--- src/design/lsp_pkg.sv ---
// ----------------------------------------------------------------------------
// lsp_pkg: shared types and constants of the looping sample player
// Command codes, register indexes, widths and the sequencer state type.
// ----------------------------------------------------------------------------
package lsp_pkg;

   localparam int FRAC_BITS  = 16;
   localparam int ADDR_W     = 16;
   localparam int POS_W      = 32;
   localparam int COUNT_W    = ADDR_W + 1;
   localparam int DIV_N_W    = 48;
   localparam int DIV_D_W    = 32;
   localparam int DIV_CNT_W  = 6;

   localparam logic [COUNT_W-1:0] SAMPLE_DEPTH = COUNT_W'(1 << ADDR_W);

   typedef enum logic [2:0] {
      CMD_WRITE = 3'd0,
      CMD_PLAY  = 3'd1,
      CMD_STOP  = 3'd2,
      CMD_SEEK  = 3'd3,
      CMD_TICK  = 3'd4
   } cmd_type;

   typedef enum logic [2:0] {
      REG_STEP       = 3'd0,
      REG_COUNT      = 3'd1,
      REG_LOOP_EN    = 3'd2,
      REG_LOOP_START = 3'd3,
      REG_LOOP_END   = 3'd4,
      REG_XFADE      = 3'd5,
      REG_START_OFS  = 3'd6
   } reg_index_type;

   typedef enum logic [3:0] {
      ST_IDLE,
      ST_MOD,
      ST_CHECK,
      ST_RD0,
      ST_RD1,
      ST_RD2,
      ST_INT_MUL,
      ST_INT_ADD,
      ST_FADE,
      ST_BL_M1,
      ST_BL_M2,
      ST_BL_SUM,
      ST_BL_DIV,
      ST_ADVANCE,
      ST_OUT
   } state_type;

endpackage

--- src/design/lsp_divider.sv ---
// ----------------------------------------------------------------------------
// lsp_divider: iterative restoring divider
// One quotient bit per cycle; gives quotient and remainder, done pulses once.
// ----------------------------------------------------------------------------
module lsp_divider (
   input  logic                        clock,
   input  logic                        reset,
   input  logic                        start,
   input  logic [lsp_pkg::DIV_N_W-1:0] dividend,
   input  logic [lsp_pkg::DIV_D_W-1:0] divisor,
   output logic                        done,
   output logic [lsp_pkg::DIV_N_W-1:0] quotient,
   output logic [lsp_pkg::DIV_D_W-1:0] remainder
);

   logic                          busy_ff, busy_in;
   logic                          done_ff, done_in;
   logic [lsp_pkg::DIV_CNT_W-1:0] cnt_ff, cnt_in;
   logic [lsp_pkg::DIV_N_W-1:0]   quo_ff, quo_in;
   logic [lsp_pkg::DIV_D_W-1:0]   rem_ff, rem_in;
   logic [lsp_pkg::DIV_D_W-1:0]   div_ff, div_in;
   logic [lsp_pkg::DIV_D_W:0]     trial;

   always_comb begin
      busy_in = busy_ff;
      done_in = 1'b0;
      cnt_in  = cnt_ff;
      quo_in  = quo_ff;
      rem_in  = rem_ff;
      div_in  = div_ff;
      trial   = {rem_ff, quo_ff[lsp_pkg::DIV_N_W-1]};
      if (start) begin
         busy_in = 1'b1;
         cnt_in  = lsp_pkg::DIV_CNT_W'(lsp_pkg::DIV_N_W - 1);
         quo_in  = dividend;
         rem_in  = '0;
         div_in  = divisor;
      end else if (busy_ff) begin
         // shift in the next dividend bit, subtract when it fits
         if (trial >= {1'b0, div_ff}) begin
            rem_in = lsp_pkg::DIV_D_W'(trial - {1'b0, div_ff});
            quo_in = {quo_ff[lsp_pkg::DIV_N_W-2:0], 1'b1};
         end else begin
            rem_in = trial[lsp_pkg::DIV_D_W-1:0];
            quo_in = {quo_ff[lsp_pkg::DIV_N_W-2:0], 1'b0};
         end
         if (cnt_ff == '0) begin
            busy_in = 1'b0;
            done_in = 1'b1;
         end else begin
            cnt_in = cnt_ff - 1'b1;
         end
      end
   end

   always_ff @(posedge clock) begin
      if (reset) begin
         busy_ff <= 1'b0;
         done_ff <= 1'b0;
         cnt_ff  <= '0;
      end else begin
         busy_ff <= busy_in;
         done_ff <= done_in;
         cnt_ff  <= cnt_in;
      end
      quo_ff <= quo_in;
      rem_ff <= rem_in;
      div_ff <= div_in;
   end

   assign done      = done_ff;
   assign quotient  = quo_ff;
   assign remainder = rem_ff;

   a_no_restart: assert property (@(posedge clock) disable iff (reset)
      busy_ff |-> !start) else $error("divider restarted while busy");
   a_done_after_busy: assert property (@(posedge clock) disable iff (reset)
      done_ff |-> $past(busy_ff)) else $error("divider done without work");
   a_done_ends_busy: assert property (@(posedge clock) disable iff (reset)
      done_ff |-> !busy_ff) else $error("divider still busy when done");

endmodule

--- config.mk ---
export PLATFORM = sky130hd
export DESIGN_NAME = lsp_divider
export DESIGN_NICKNAME = d
export VERILOG_FILES = /design/src/design/lsp_pkg.sv /design/src/design/lsp_divider.sv
export SDC_FILE = /design/constraint.sdc
export NUM_CORES = 1
export LEC_CHECK = 0
export BUFFER_PORTS_ARGS = -buffer_cell sky130_fd_sc_hd__buf_2
export CAP_MARGIN = 0
export CORE_UTILIZATION = 45
export CTS_BUF_LIST = sky130_fd_sc_hd__clkbuf_8
export DETAILED_ROUTE_END_ITERATION = 6
export PLACE_DENSITY_LB_ADDON = 0.1
export SLEW_MARGIN = 20
export SYNTH_ARGS = -nofsm -noshare
export SYNTH_HDL_FRONTEND = slang
export SYNTH_SLANG_ARGS = --single-unit
--- constraint.sdc ---
create_clock -name clock -period 3.1 [get_ports clock]
set_clock_uncertainty 0.15 [all_clocks]
set_input_delay 0.62 -clock clock [delete_from_list [all_inputs] [get_ports clock]]
set_output_delay 0.62 -clock clock [all_outputs]
set_load 0.02 [all_outputs]
# Yosys cells after proc, flatten, opt, wreduce, memory -nomap -nowiden
# Index checks and enable logic that the tools add are counted.
# word_totals
in_bits	83
register_bits	120
out_inout_bits	81
word_cells	30
# op_classes
n_eq_ne	1
n_addsub	2
bitwise_logic	2
n_reduce_logical	6
mux	11
n_lt_le_gt_ge	1
# ops
cell	n
2-to-1 mux 48 bit	2
greater-or-equal comparator 33 x 32 -> 1 bit	1
2-to-1 mux 32 bit	1
subtractor 32 bit	1
2-to-1 mux 6 bit	3
zero test 6 bit	1
subtractor 6 x 1 -> 6 bit, second input constant	1
2-to-1 mux 1 bit	5
AND reduction 2 bit	2
OR reduction 3 bit	1
inequality test 2 bit, second input constant	1
NOT 1 bit	2
nonzero test 2 bit	1
OR reduction 2 bit	1

# Depth between registers and ports, before layout
# Gate-level depths: netlist (run 1).
# depth
depth_word	4
ltp_mapped	13
ltp_nobuf	12

# Worst setup path before layout (run 1)
# OpenSTA, ideal clock, no wires.
# synth_path
path_type	reg-to-reg
from	register quo_ff, in the netlist quotient[47]
to	register rem_ff, in the netlist remainder[30]
stages_incl_launch_ff	13
synth_period_minus_slack_ns	2.859
setup_time_ns	0.091
required_ns	2.859
path_buffers	0
slack_ns	0.241
arrival_time_ns	2.618
cell_sequence	edfxtp_1 > inv_1 > ha_1 > fa_1 > nand2b_1 > a211oi_2 > o2111ai_2 > nand4_2 > a311oi_1 > o31ai_2 > xor2_1 > o21ai_1 > a311oi_1
# synth_via
elab_chain_len	2
elab_cells_between_ends	3
classes_between	add/sub: 1; order compare: 1; mux: 1
# synth_rtl
element	line_no	text
from (decl)	lsp_divider.sv:19	logic [lsp_pkg::DIV_N_W-1:0] quo_ff, quo_in;
from (signal assigned)	lsp_divider.sv:66	quo_ff <= quo_in;
subtractor 32 bit or greater-or-equal comparator 33 x 32 -> 1 bit (tied branches)	lsp_divider.sv:41, lsp_divider.sv:40	
2-to-1 mux 32 bit (*)	lsp_divider.sv:40	if (trial >= {1'b0, div_ff}) begin
to (signal assigned)	lsp_divider.sv:67	rem_ff <= rem_in;
to (decl)	lsp_divider.sv:20	logic [lsp_pkg::DIV_D_W-1:0] rem_ff, rem_in;
# Mark *: on every way between the ends. The rest lies on a longest branch, timed or not.
# A chain may end at the register's enable or synchronous reset.

# Worst setup path in the final report (run 1)
# layout_path
from	register div_ff[1] (netlist name)
to	register rem_ff, in the netlist remainder[20]
# layout_via
elab_chain_len	2
elab_cells_between_ends	3
classes_between	add/sub: 1; order compare: 1; mux: 1
# layout_rtl
element	line_no	text
from (decl)	lsp_divider.sv:21	logic [lsp_pkg::DIV_D_W-1:0] div_ff, div_in;
from (signal assigned)	lsp_divider.sv:68	div_ff <= div_in;
subtractor 32 bit or greater-or-equal comparator 33 x 32 -> 1 bit (tied branches)	lsp_divider.sv:41, lsp_divider.sv:40	
2-to-1 mux 32 bit (*)	lsp_divider.sv:40	
# Marks and branches as above.

==> results of run 1 <==
## registers in the layout (all words and copies together), names as in the netlist
signal,flops
busy_ff,1
cnt_ff,6
div_ff,32
done,1
quotient,48
remainder,32
## cell usage after synthesis (5+ instances only)
library cell  number  area (µm²)
a211oi_1           5       37.54
a21o_1            21       157.7
a21oi_1           32       160.2
a21oi_2            6       52.55
a311oi_1          15       131.4
a31oi_1           10       62.56
and3_1            12       75.07
buf_2              9       45.04
buf_6              7       78.83
clkbuf_1          15       56.30
dfxtp_1           40       800.8
edfxtp_1          80        2402
ha_1              34       425.4
inv_1             44       165.2
mux2_2            49       551.8
nand2_1           48       180.2
nand3_1           26       130.1
nand4_1           10       62.56
nor2_1            39       146.4
nor3_1             8       40.04
o211ai_1          17       127.6
o21ai_0           20       100.1
o21ai_1           15       75.07
xnor2_1           16       140.1
xor2_1            12       105.1
## timing repair
action                     CTS  global route
setup endpoints to repair    0            11
hold endpoints to repair     0             0
resized for setup            0             6
## through the flow
step                      hold slack, ps  setup TNS (ps)  cells  setup slack [ps]
after floorplan                    364.5               0    653             240.6
after global placement             359.3               0    993             121.2
after detailed placement           364.2               0    993             115.5
after CTS                          170.3               0   1025             98.02
after global routing               157.0          -25.60   1026            -13.23
final                              197.8               0   1026             182.9
## where the power goes
group / internal, mW / leakage (nW) / total [mW] / switching, mW
Clock: 0.658 / 0.187 / 1.35 / 0.693
Combinational: 0.502 / 2.36 / 1.26 / 0.755
Sequential: 1.88 / 1.12 / 1.97 / 0.0942
Total: 3.04 / 3.67 / 4.58 / 1.54
## worst max-delay path, stage by stage (launching register included)
cell and delay [ps]:
edfxtp_1 420, inv_1 80, ha_1 240, nor2b_1 150
o21ai_2 140, a21oi_2 100, o31ai_2 270, a21o_4 250
a21oi_4 100, o211ai_4 360, buf_4 220, nand3_1 90
a311oi_1 260
## cells by family (layout without fill, tap and decap cells)
logic type,count (synthesis),count (layout),synth area share (%)
AOI/OAI and AO/OA,175,176,18.89
DFF,120,120,46.09
muxes,49,49,7.940
xor gates and xnor gates,28,28,3.529
buffers and inverters,78,262,5.239
adders and majority gates,35,35,6.410
and+or+nand+nor,168,168,11.90
## final cells by class
class	count	area [µm²]
clock inverter	14	125.1
timing repair buffer	186	1028
clock buffer	18	247.7
fill	1398	6720
tap	188	235.2
multi-input combinational	456	3421
sequential	120	3203
inverter	44	165.2
## worst paths after layout
check                          endpoint  slack, ps  depth (start not counted)
max          remainder[20]$_SDFFE_PP0P_        180                         12
min                div_ff[18]$_DFFE_PP_        200                          1
max reg2reg  remainder[20]$_SDFFE_PP0P_        180                         12
min reg2reg  remainder[22]$_SDFFE_PP0P_        370                          2
## layer usage
| layer | GRT usage [%] | up-vias | share of wire, % |
|---|---|---|---|
| li1 | - | 2779 | - |
| met1 | 30.62 | 2781 | 45 |
| met2 | 39.39 | 182 | 48 |
| met3 | 5.565 | 23 | 5.3 |
| met4 | 7.016 | 0 | 1.6 |
| met5 | 0 | - | 0 |
==> summary.md, run 1 <==
| Metric | Value |
|---|---|
| GP Congestion | `approximately 0.91` |
| CTS Root Cell | `clkbuf_8` |
| CP Launch Point | `div_ff[1]$_DFFE_PP_` |
| Critical Path Start Type | `flip-flop` |
| Num CTS Buffers | `17` |
| # diodes | `0` |
| Data required time of the critical path | `approximately 3300 ps` |
| Hold crit path type | `in -> reg` |
| Post-Syn Area per Cell | `approximately 11 µm²` |
| Area of placed instances | `between 8000 and 9000 µm²` |
| Commonest non-fill, non-tap cell in the layout | `buf_2` |
| Worst-Margin Slew | `between 400 and 500 ps` |
| MaxCap Viol Count | `0` |
| Max rail drop VDD | `roughly 0.00034 V` |
| Post-route clock period utilization | `94.10%` |
| Share of cells above drive strength 1 | `36.63%` |
| TritonRoute pass-1 iters | `6` |
| PwrDens | `543.5 nW/µm²` |
| LEAKAGE | `roughly 3.7 nW` |
| Final ANT Viol Nets | `0` |
| Core area | `15150 µm²` |
| EDFF count, synth | `80` |
| Area Growth Syn to Fin | `21.25%` |
| Max_slew headroom | `67.26%` |
| Max Buffers Root-to-Sink | `2` |
| Total wire length | `~18 mm` |
| Final Core Density | `a little under three fifths` |
| Die H | `126.3 µm` |
| Via-to-Cell Ratio | `roughly 5.6` |
| Minimum clock period | `~2900 ps` |
| Pins Over Slew Limit | `0` |
| Detailed-route via count | `between 5000 and 6000` |
| Max Fanout on Critical Path | `8` |
| Main synth FF type | `edfxtp_1` |
| Yosys cell types | `70` |
| Crit path kind | `reg -> reg` |
| Vias in the first global route | `5734` |
| Largest net degree at the start of global routing | `between 40 and 50` |
| Port bufs | `~160` |
| TritonCTS clock tree | `yes` |
| Remaining routing DRC violations | `0` |
| Hold Fails Final Rpt | `0` |
| Cells after synthesis | `roughly 650` |
| Sequential area share after synthesis | `between 40% and 50%` |
| Clk Latency, worst-skew pair | `approximately 450 ps` |
| CTS Hold Bufs | `0` |
| Arrival @ worst endpoint | `around 3100 ps` |
| GRT Total Usage | `a little under a quarter` |
| Async S/R FF share, synth | `0%` |
| Clock Sinks | `120` |
| Ports | `between 150 and 200` |
| Status | `complete, no violations` |
| H-tree depth | `4` |
| Worst Min Path Start | `divisor[18]` |
| # rows | `45` |
| Total chip power | `around 4.6 mW` |
| Total grt overflow | `0` |
| Chip Width | `approximately 130 µm` |
| Crit path capture type | `flip-flop` |
| Antenna violations before repair | `0` |
| Most frequent cells in the layout | `buf_2, edfxtp_1, mux2_2` |
| Synthesized flop and latch total | `120` |
| Postcts setup bufs | `0` |
| First-pass GRT wire length | `~29 mm` |
| Synth warn | `0` |
| Max Freq | `342.8 MHz` |
| R2R Path Start | `div_ff[1]$_DFFE_PP_` |
| Cell area after layout | `about 8400 µm²` |
| Die area | `roughly 16000 µm²` |
| Post-synth net total | `771` |
| Initial DRC Count | `a little under 400` |
| Hpwl dp | `between 10 and 15 mm` |
| Cell area after synthesis | `between 6000 and 7000 µm²` |
| Clock transition at the registers of the reported paths | `roughly 80 ps` |
| Setup violators final | `0` |
| Avg WL per Cell | `around 18 µm` |
| Starting Density | `~46%` |
| Nets | `between 900 and 1000` |
Power figures use the tool's default switching activity.
==> inputs of run 2 (changes only) <==
--- a/config.mk
+++ b/config.mk
@@ -5,11 +5,11 @@
 export SDC_FILE = /design/constraint.sdc
 export NUM_CORES = 1
 export LEC_CHECK = 0
-export BUFFER_PORTS_ARGS = -buffer_cell sky130_fd_sc_hd__buf_2
 export CAP_MARGIN = 0
 export CORE_UTILIZATION = 45
 export CTS_BUF_LIST = sky130_fd_sc_hd__clkbuf_8
 export DETAILED_ROUTE_END_ITERATION = 6
+export DONT_BUFFER_PORTS = 1
 export PLACE_DENSITY_LB_ADDON = 0.1
 export SLEW_MARGIN = 20
 export SYNTH_ARGS = -nofsm -noshare
==> run 2 against run 1 <==
Against the previous run: clock power up 32%; final area shrank 5.4%; combinational power is 15% lower; critical endpoint is now remainder[13]$_SDFFE_PP0P_; via count down 8.6%; cell count shrank 13%; utilization down 3.0 points; sequential power increased by 5%; count of clock-buffer cells in the layout is 1 lower; fmax down 1.4%; largest cell class unchanged; sequential cell count unchanged; register-to-register slack worse by 40 ps; highest routed layer unchanged.
==> summary.md, run 2 (synthesis gave the netlist of run 1 again) <==
| Metric | Value |
|---|---|
| Hold crit path type | `in -> reg (unchanged)` |
| Clock transition at the registers of the reported paths | `80 ps (about the same)` |
| Core area | `15150 µm² (unchanged)` |
| Via-to-Cell Ratio | `5.911 (was 5.619)` |
| Placed Instances | `855 (was 993)` |
| TritonRoute pass-1 iters | `5 (was 6)` |
| Starting Density | `45.88% (unchanged)` |
| Logic pwr share | `21.7% (was 27.4%)` |
| Initial DRC Count | `358 (was 385)` |
| Vias in the first global route | `5163 (was 5734)` |
| Max rail drop VDD | `0.0004066 V (was 0.0003374 V)` |
| Crit path kind | `reg -> reg (unchanged)` |
| TritonCTS clock tree | `yes (unchanged)` |
| Hold Crit Depth | `1 (unchanged)` |
| Status | `complete, no violations (unchanged)` |
| LEAKAGE | `3.223 nW (was 3.675 nW)` |
| Psw | `1.525 mW (was 1.542 mW)` |
| MaxCap Viol Count | `0 (unchanged)` |
| Area Growth Syn to Fin | `14.67% (was 21.25%)` |
| # diodes | `0 (unchanged)` |
| Clock Sinks | `120 (unchanged)` |
| Hpwl dp | `12.72 mm (was 13.32 mm)` |
| Max Buffers Root-to-Sink | `2 (unchanged)` |
| Nets | `808 (was 943)` |
| Port bufs | `0 (was 163)` |
| Setup violators final | `0 (unchanged)` |
| Final ANT Viol Nets | `0 (unchanged)` |
| GRT Total Usage | `22.76% (was 23.69%)` |
| R2R depth | `12 (unchanged)` |
| Cell area after layout | `7969 µm² (was 8426 µm²)` |
| GP Congestion | `0.8909 (was 0.9081)` |
| Clock power share | `36.3% (was 29.5%)` |
| Internal Power | `3.382 mW (was 3.038 mW)` |
| Most frequent cells in the layout | `edfxtp_1, mux2_2, nand2_1, buf_4, inv_1 (was buf_2, edfxtp_1, mux2_2)` |
| Arrival @ worst endpoint | `3150 ps (was 3120 ps)` |
| Total wire length | `17.82 mm (was 18.37 mm)` |
| Critical Path Start Type | `flip-flop (unchanged)` |
| Final Core Density | `52.61% (was 55.63%)` |
| Data required time of the critical path | `3290 ps (was 3300 ps)` |
| Minimum clock period | `2960 ps (was 2917 ps)` |
| Ports | `164 (unchanged)` |
| Chip Width | `126.3 µm (unchanged)` |
| Die H | `126.3 µm (unchanged)` |
| First-pass GRT wire length | `27.86 mm (was 29.12 mm)` |
| Post-Layout Cell Count | `891 (was 1026)` |
| Flop pwr share | `42.0% (was 43.1%)` |
| Worst-Margin Slew | `618.1 ps (was 491.1 ps)` |
| Max FFs per register | `48 (unchanged)` |
| Remaining routing DRC violations | `0 (unchanged)` |
| Num CTS Buffers | `17 (unchanged)` |
| Crit path capture type | `flip-flop (unchanged)` |
| Hold Fails Final Rpt | `0 (unchanged)` |
| Total chip power | `4.907 mW (was 4.580 mW)` |
| Max Freq | `337.8 MHz (was 342.8 MHz)` |
| Die area | `15940 µm² (unchanged)` |
| Max Fanout on Critical Path | `15 (was 8)` |
| Largest net degree at the start of global routing | `99 (was 49)` |
| Sw Share | `31.07% (was 33.67%)` |
| CTS Hold Bufs | `0 (unchanged)` |
| Pins Over Slew Limit | `0 (unchanged)` |
| Hold Slack | `97.56 ps (was 197.8 ps)` |
| PwrDens | `615.8 nW/µm² (was 543.5 nW/µm²)` |
| Antenna violations before repair | `0 (unchanged)` |
| Detailed-route via count | `5267 (was 5765)` |
| Max_slew headroom | `58.79% (was 67.26%)` |
| Clk Latency, worst-skew pair | `430 ps (was 450 ps)` |
| Post-route clock period utilization | `95.48% (was 94.10%)` |
| Commonest non-fill, non-tap cell in the layout | `edfxtp_1 (was buf_2)` |
| Area of placed instances | `7383 µm² (was 8014 µm²)` |
| H-tree depth | `4 (unchanged)` |
| Avg WL per Cell | `20.00 µm (was 17.91 µm)` |
| Total grt overflow | `0 (unchanged)` |
| Share of cells above drive strength 1 | `24.75% (was 36.63%)` |
| CTS Root Cell | `clkbuf_8 (unchanged)` |
| # rows | `45 (unchanged)` |
==> run 2: per-stage QoR <==
stage,worst slack (ps),TNS (ps)
after floorplan,240.6,0
after global placement,85.88,0
after detailed placement,21.80,0
after CTS,5.775,0
after global routing,-4.580,-4.580
final,140.0,0
==> run 2: path summary, 6_finish.rpt <==
path,from,endpoint,slack [ps]
setup / recovery,div_ff[1]$_DFFE_PP_,remainder[13]$_SDFFE_PP0P_,140
hold / removal,reset,cnt_ff[0]$_SDFFE_PP0P_,100
setup reg to reg,div_ff[1]$_DFFE_PP_,remainder[13]$_SDFFE_PP0P_,140
hold reg to reg,remainder[16]$_SDFFE_PP0P_,remainder[17]$_SDFFE_PP0P_,380
==> run 2: power by group through the flow <==
| stage | Clock, mW | Sequential [mW] | Combinational (mW) |
|---|---|---|---|
| 6_report | 1.78 | 2.06 | 1.07 |
| 5_1_grt | 1.89 | 2.08 | 1.16 |
| 4_1_cts | 1.83 | 2.06 | 1.04 |
| 3_5_place_dp | 0 | 2.09 | 1.03 |
| 3_3_place_gp | 0 | 2.09 | 1.03 |
| 2_1_floorplan | 0 | 2.12 | 0.732 |
==> run 2: routing by layer <==
| layer | GRT usage [%] | wire length, µm | share of wire (%) |
|---|---|---|---|
| met1 | 29.08 | 7900 | 44 |
| met2 | 37.73 | 8733 | 49 |
| met3 | 6.415 | 1027 | 5.8 |
| met4 | 6.166 | 161 | 0.90 |
| met5 | 0 | 0 | 0 |
==> run 2: timing repair <==
action / 4_1_cts / 5_1_grt
resized for setup: 0 / 8
buffers inserted: 0 / 4
endpoints found under the setup margin: 0 / 10
hold endpoints to repair: 0 / 0
==> run 2: cell type report <==
type	instances	area, µm²
Tap cell	188	235.2
Multi-Input combinational cell	455	3427
Clock inverter	15	264.0
Sequential cell	120	3203
Fill cell	1358	7177
Clock buffer	17	234.0
Timing Repair Buffer	52	440.4
Inverter	44	165.2
==> run 2: worst max-delay path, stage by stage (launching register included) <==
cell	delay (ps)
edfxtp_1	400
inv_1	60
ha_1	290
nor2b_1	160
o21ai_2	90
a21oi_2	240
o31ai_2	100
a21o_4	280
a21oi_4	190
o211a_4	320
buf_12	180
o21ai_0	120
a311oi_1	280
==> inputs of run 3 (changes only) <==
--- a/config.mk
+++ b/config.mk
@@ -6,10 +6,11 @@
 export NUM_CORES = 1
 export LEC_CHECK = 0
 export CAP_MARGIN = 0
-export CORE_UTILIZATION = 45
+export CORE_UTILIZATION = 50
 export CTS_BUF_LIST = sky130_fd_sc_hd__clkbuf_8
 export DETAILED_ROUTE_END_ITERATION = 6
 export DONT_BUFFER_PORTS = 1
+export GPL_ROUTABILITY_DRIVEN = 0
 export PLACE_DENSITY_LB_ADDON = 0.1
 export SLEW_MARGIN = 20
 export SYNTH_ARGS = -nofsm -noshare
==> run 3 against run 2 <==
Against the previous run: register-to-register slack gained 40 ps; non-clock buffer count shrank 4; global-route usage grew 1.8 points; sequential share of layout area grew 0.97 points; cell count shrank 1.8%; wire length shrank 3.7%; final area shrank 2.4%; largest power group unchanged.
==> summary.md, run 3 (synthesis gave the netlist of run 1 again) <==
| Metric | Value |
|---|---|
| Die area | `14370 µm² (was 15940 µm²)` |
| Antenna violations before repair | `0 (unchanged)` |
| Crit path kind | `reg -> reg (unchanged)` |
| Post-route clock period utilization | `94.10% (was 95.48%)` |
| Fillers | `1184 (was 1358)` |
| Placed Instances | `840 (was 855)` |
| Pins Over Slew Limit | `0 (unchanged)` |
| Ports | `164 (unchanged)` |
| Share of cells above drive strength 1 | `24.32% (was 24.75%)` |
| Hold crit path type | `in -> reg (unchanged)` |
| # rows | `42 (was 45)` |
| PwrDens | `579.9 nW/µm² (was 615.8 nW/µm²)` |
| Max Buffers Root-to-Sink | `2 (unchanged)` |
| MaxCap Viol Count | `0 (unchanged)` |
| Chip Width | `119.9 µm (was 126.3 µm)` |
| CP Launch Point | `div_ff[14]$_DFFE_PP_ (was div_ff[1]$_DFFE_PP_)` |
| Detailed-route via count | `5255 (was 5267)` |
| Vias in the first global route | `5224 (was 5163)` |
| Die H | `119.9 µm (was 126.3 µm)` |
| Total grt overflow | `0 (unchanged)` |
| Hpwl dp | `12.24 mm (was 12.72 mm)` |
| Nets | `804 (was 808)` |
| Largest net degree at the start of global routing | `99 (unchanged)` |
| GRT Total Usage | `24.59% (was 22.76%)` |
| Commonest non-fill, non-tap cell in the layout | `edfxtp_1 (unchanged)` |
| Clock transition at the registers of the reported paths | `80 ps (about the same)` |
| Area Growth Syn to Fin | `11.97% (was 14.67%)` |
| Hold Crit Depth | `1 (unchanged)` |
| Clock Sinks | `120 (unchanged)` |
| Num CTS Buffers | `17 (unchanged)` |
| Max_slew headroom | `45.41% (was 58.79%)` |
| Hold Crit Endpoint | `cnt_ff[2]$_SDFFE_PP0P_ (was cnt_ff[0]$_SDFFE_PP0P_)` |
| H-tree depth | `4 (unchanged)` |
| Cell area after layout | `7781 µm² (was 7969 µm²)` |
| Final ANT Viol Nets | `0 (unchanged)` |
| Area of placed instances | `7348 µm² (was 7383 µm²)` |
| Max rail drop VDD | `0.0003782 V (was 0.0004066 V)` |
| Initial DRC Count | `370 (was 358)` |
| Via-to-Cell Ratio | `6.006 (was 5.911)` |
| RR Endpoint | `remainder[31]$_SDFFE_PP0P_ (was remainder[13]$_SDFFE_PP0P_)` |
| Worst-Margin Slew | `818.0 ps (was 618.1 ps)` |
| # diodes | `0 (unchanged)` |
| Critical Path Start Type | `flip-flop (unchanged)` |
| LEAKAGE | `3.136 nW (was 3.223 nW)` |
| Max Freq | `342.8 MHz (was 337.8 MHz)` |
| Starting Density | `51.86% (was 45.88%)` |
| Hold Fails Final Rpt | `0 (unchanged)` |
| Remaining routing DRC violations | `0 (unchanged)` |
| CTS Root Cell | `clkbuf_8 (unchanged)` |
| Setup TNS | `0 ps (unchanged)` |
| First-pass GRT wire length | `27.12 mm (was 27.86 mm)` |
| Arrival @ worst endpoint | `3100 ps (was 3150 ps)` |
| TritonCTS clock tree | `yes (unchanged)` |
| Minimum clock period | `2917 ps (was 2960 ps)` |
| Crit path capture type | `flip-flop (unchanged)` |
| Max Fanout on Critical Path | `9 (was 15)` |
| Flop-to-flop setup slack | `180 ps (was 140 ps)` |
| Core area | `13400 µm² (was 15150 µm²)` |
| Max FFs per register | `48 (unchanged)` |
| Most frequent cells in the layout | `edfxtp_1, mux2_2, nand2_1 (was edfxtp_1, mux2_2, nand2_1, buf_4, inv_1)` |
| Post-Layout Cell Count | `875 (was 891)` |
| TritonRoute pass-1 iters | `5 (unchanged)` |
| R2R depth | `13 (was 12)` |
| Avg WL per Cell | `19.62 µm (was 20.00 µm)` |
| Data required time of the critical path | `3280 ps (was 3290 ps)` |
| Worst Min Path Start | `reset (unchanged)` |
| Total wire length | `17.16 mm (was 17.82 mm)` |
| Final Core Density | `58.07% (was 52.61%)` |
| Hold Slack | `80.03 ps (was 97.56 ps)` |
| Status | `complete, no violations (unchanged)` |
| R2R Path Start | `div_ff[14]$_DFFE_PP_ (was div_ff[1]$_DFFE_PP_)` |
| CTS Hold Bufs | `0 (unchanged)` |
| Setup violators final | `0 (unchanged)` |
| Port bufs | `0 (unchanged)` |
| RSZ-0062 raised after global routing | `no` |
| Clk Latency, worst-skew pair | `450 ps (was 430 ps)` |
==> run 3: cell type report <==
type,instances,area (µm²),share of cell area [%]
Multi-Input combinational cell,455,3408,43.80
Sequential cell,120,3203,41.16
Timing Repair Buffer,48,397.9,5.113
Clock buffer,17,234.0,3.007
Tap cell,176,220.2,2.830
Inverter,44,165.2,2.123
Clock inverter,15,152.6,1.962
==> run 3: critical path, stage by stage, from the launching register on <==
cell	delay [ps]
edfxtp_1	330
inv_1	40
ha_1	390
a21oi_1	250
o22ai_1	150
a21oi_1	230
o21ai_1	80
nand2_1	100
nand2b_1	140
o211a_4	340
buf_4	170
buf_4	130
o21ai_1	180
o211ai_1	120
==> run 3: through the flow <==
stage	setup WS (ps)	total power, mW
2_1_floorplan	240.6	2.856
3_5_place_dp	127.6	3.125
4_1_cts	100.9	4.526
5_1_grt	5.895	4.714
6_report	182.7	4.512
3_3_place_gp	26.72	3.110
==> run 3: where the power goes <==
part / total, mW / switching [mW] / internal [mW]
Sequential: 2.06 / 0.176 / 1.88
Clock: 1.40 / 0.684 / 0.714
Combinational: 1.05 / 0.621 / 0.434
Total: 4.51 / 1.48 / 3.03
==> run 3: worst max-delay path by stage <==
stage,end,cells past startpoint
2_1_floorplan,remainder[30]$_SDFFE_PP0P_,12
3_3_place_gp,quotient[8]$_DFFE_PP_,3
3_5_place_dp,remainder[28]$_SDFFE_PP0P_,12
4_1_cts,remainder[28]$_SDFFE_PP0P_,12
5_1_grt,remainder[5]$_SDFFE_PP0P_,11
6_report,remainder[31]$_SDFFE_PP0P_,13
==> run 3: repair_timing <==
action | 4_1_cts | 5_1_grt
buffers inserted | 0 | 3
endpoints found under the setup margin | 0 | 8
resized for setup | 0 | 4
==> run 3: per-layer routing <==
layer / share of wire, % / vias up / track usage (%) / wire length (µm)
met4: 1.2 / 0 / 6.719 / 198
met3: 7.1 / 17 / 7.652 / 1221
met1: 44 / 2560 / 31.49 / 7517
li1: - / 2506 / - / -
met5: 0 / - / 0 / 0
met2: 48 / 172 / 40.07 / 8226
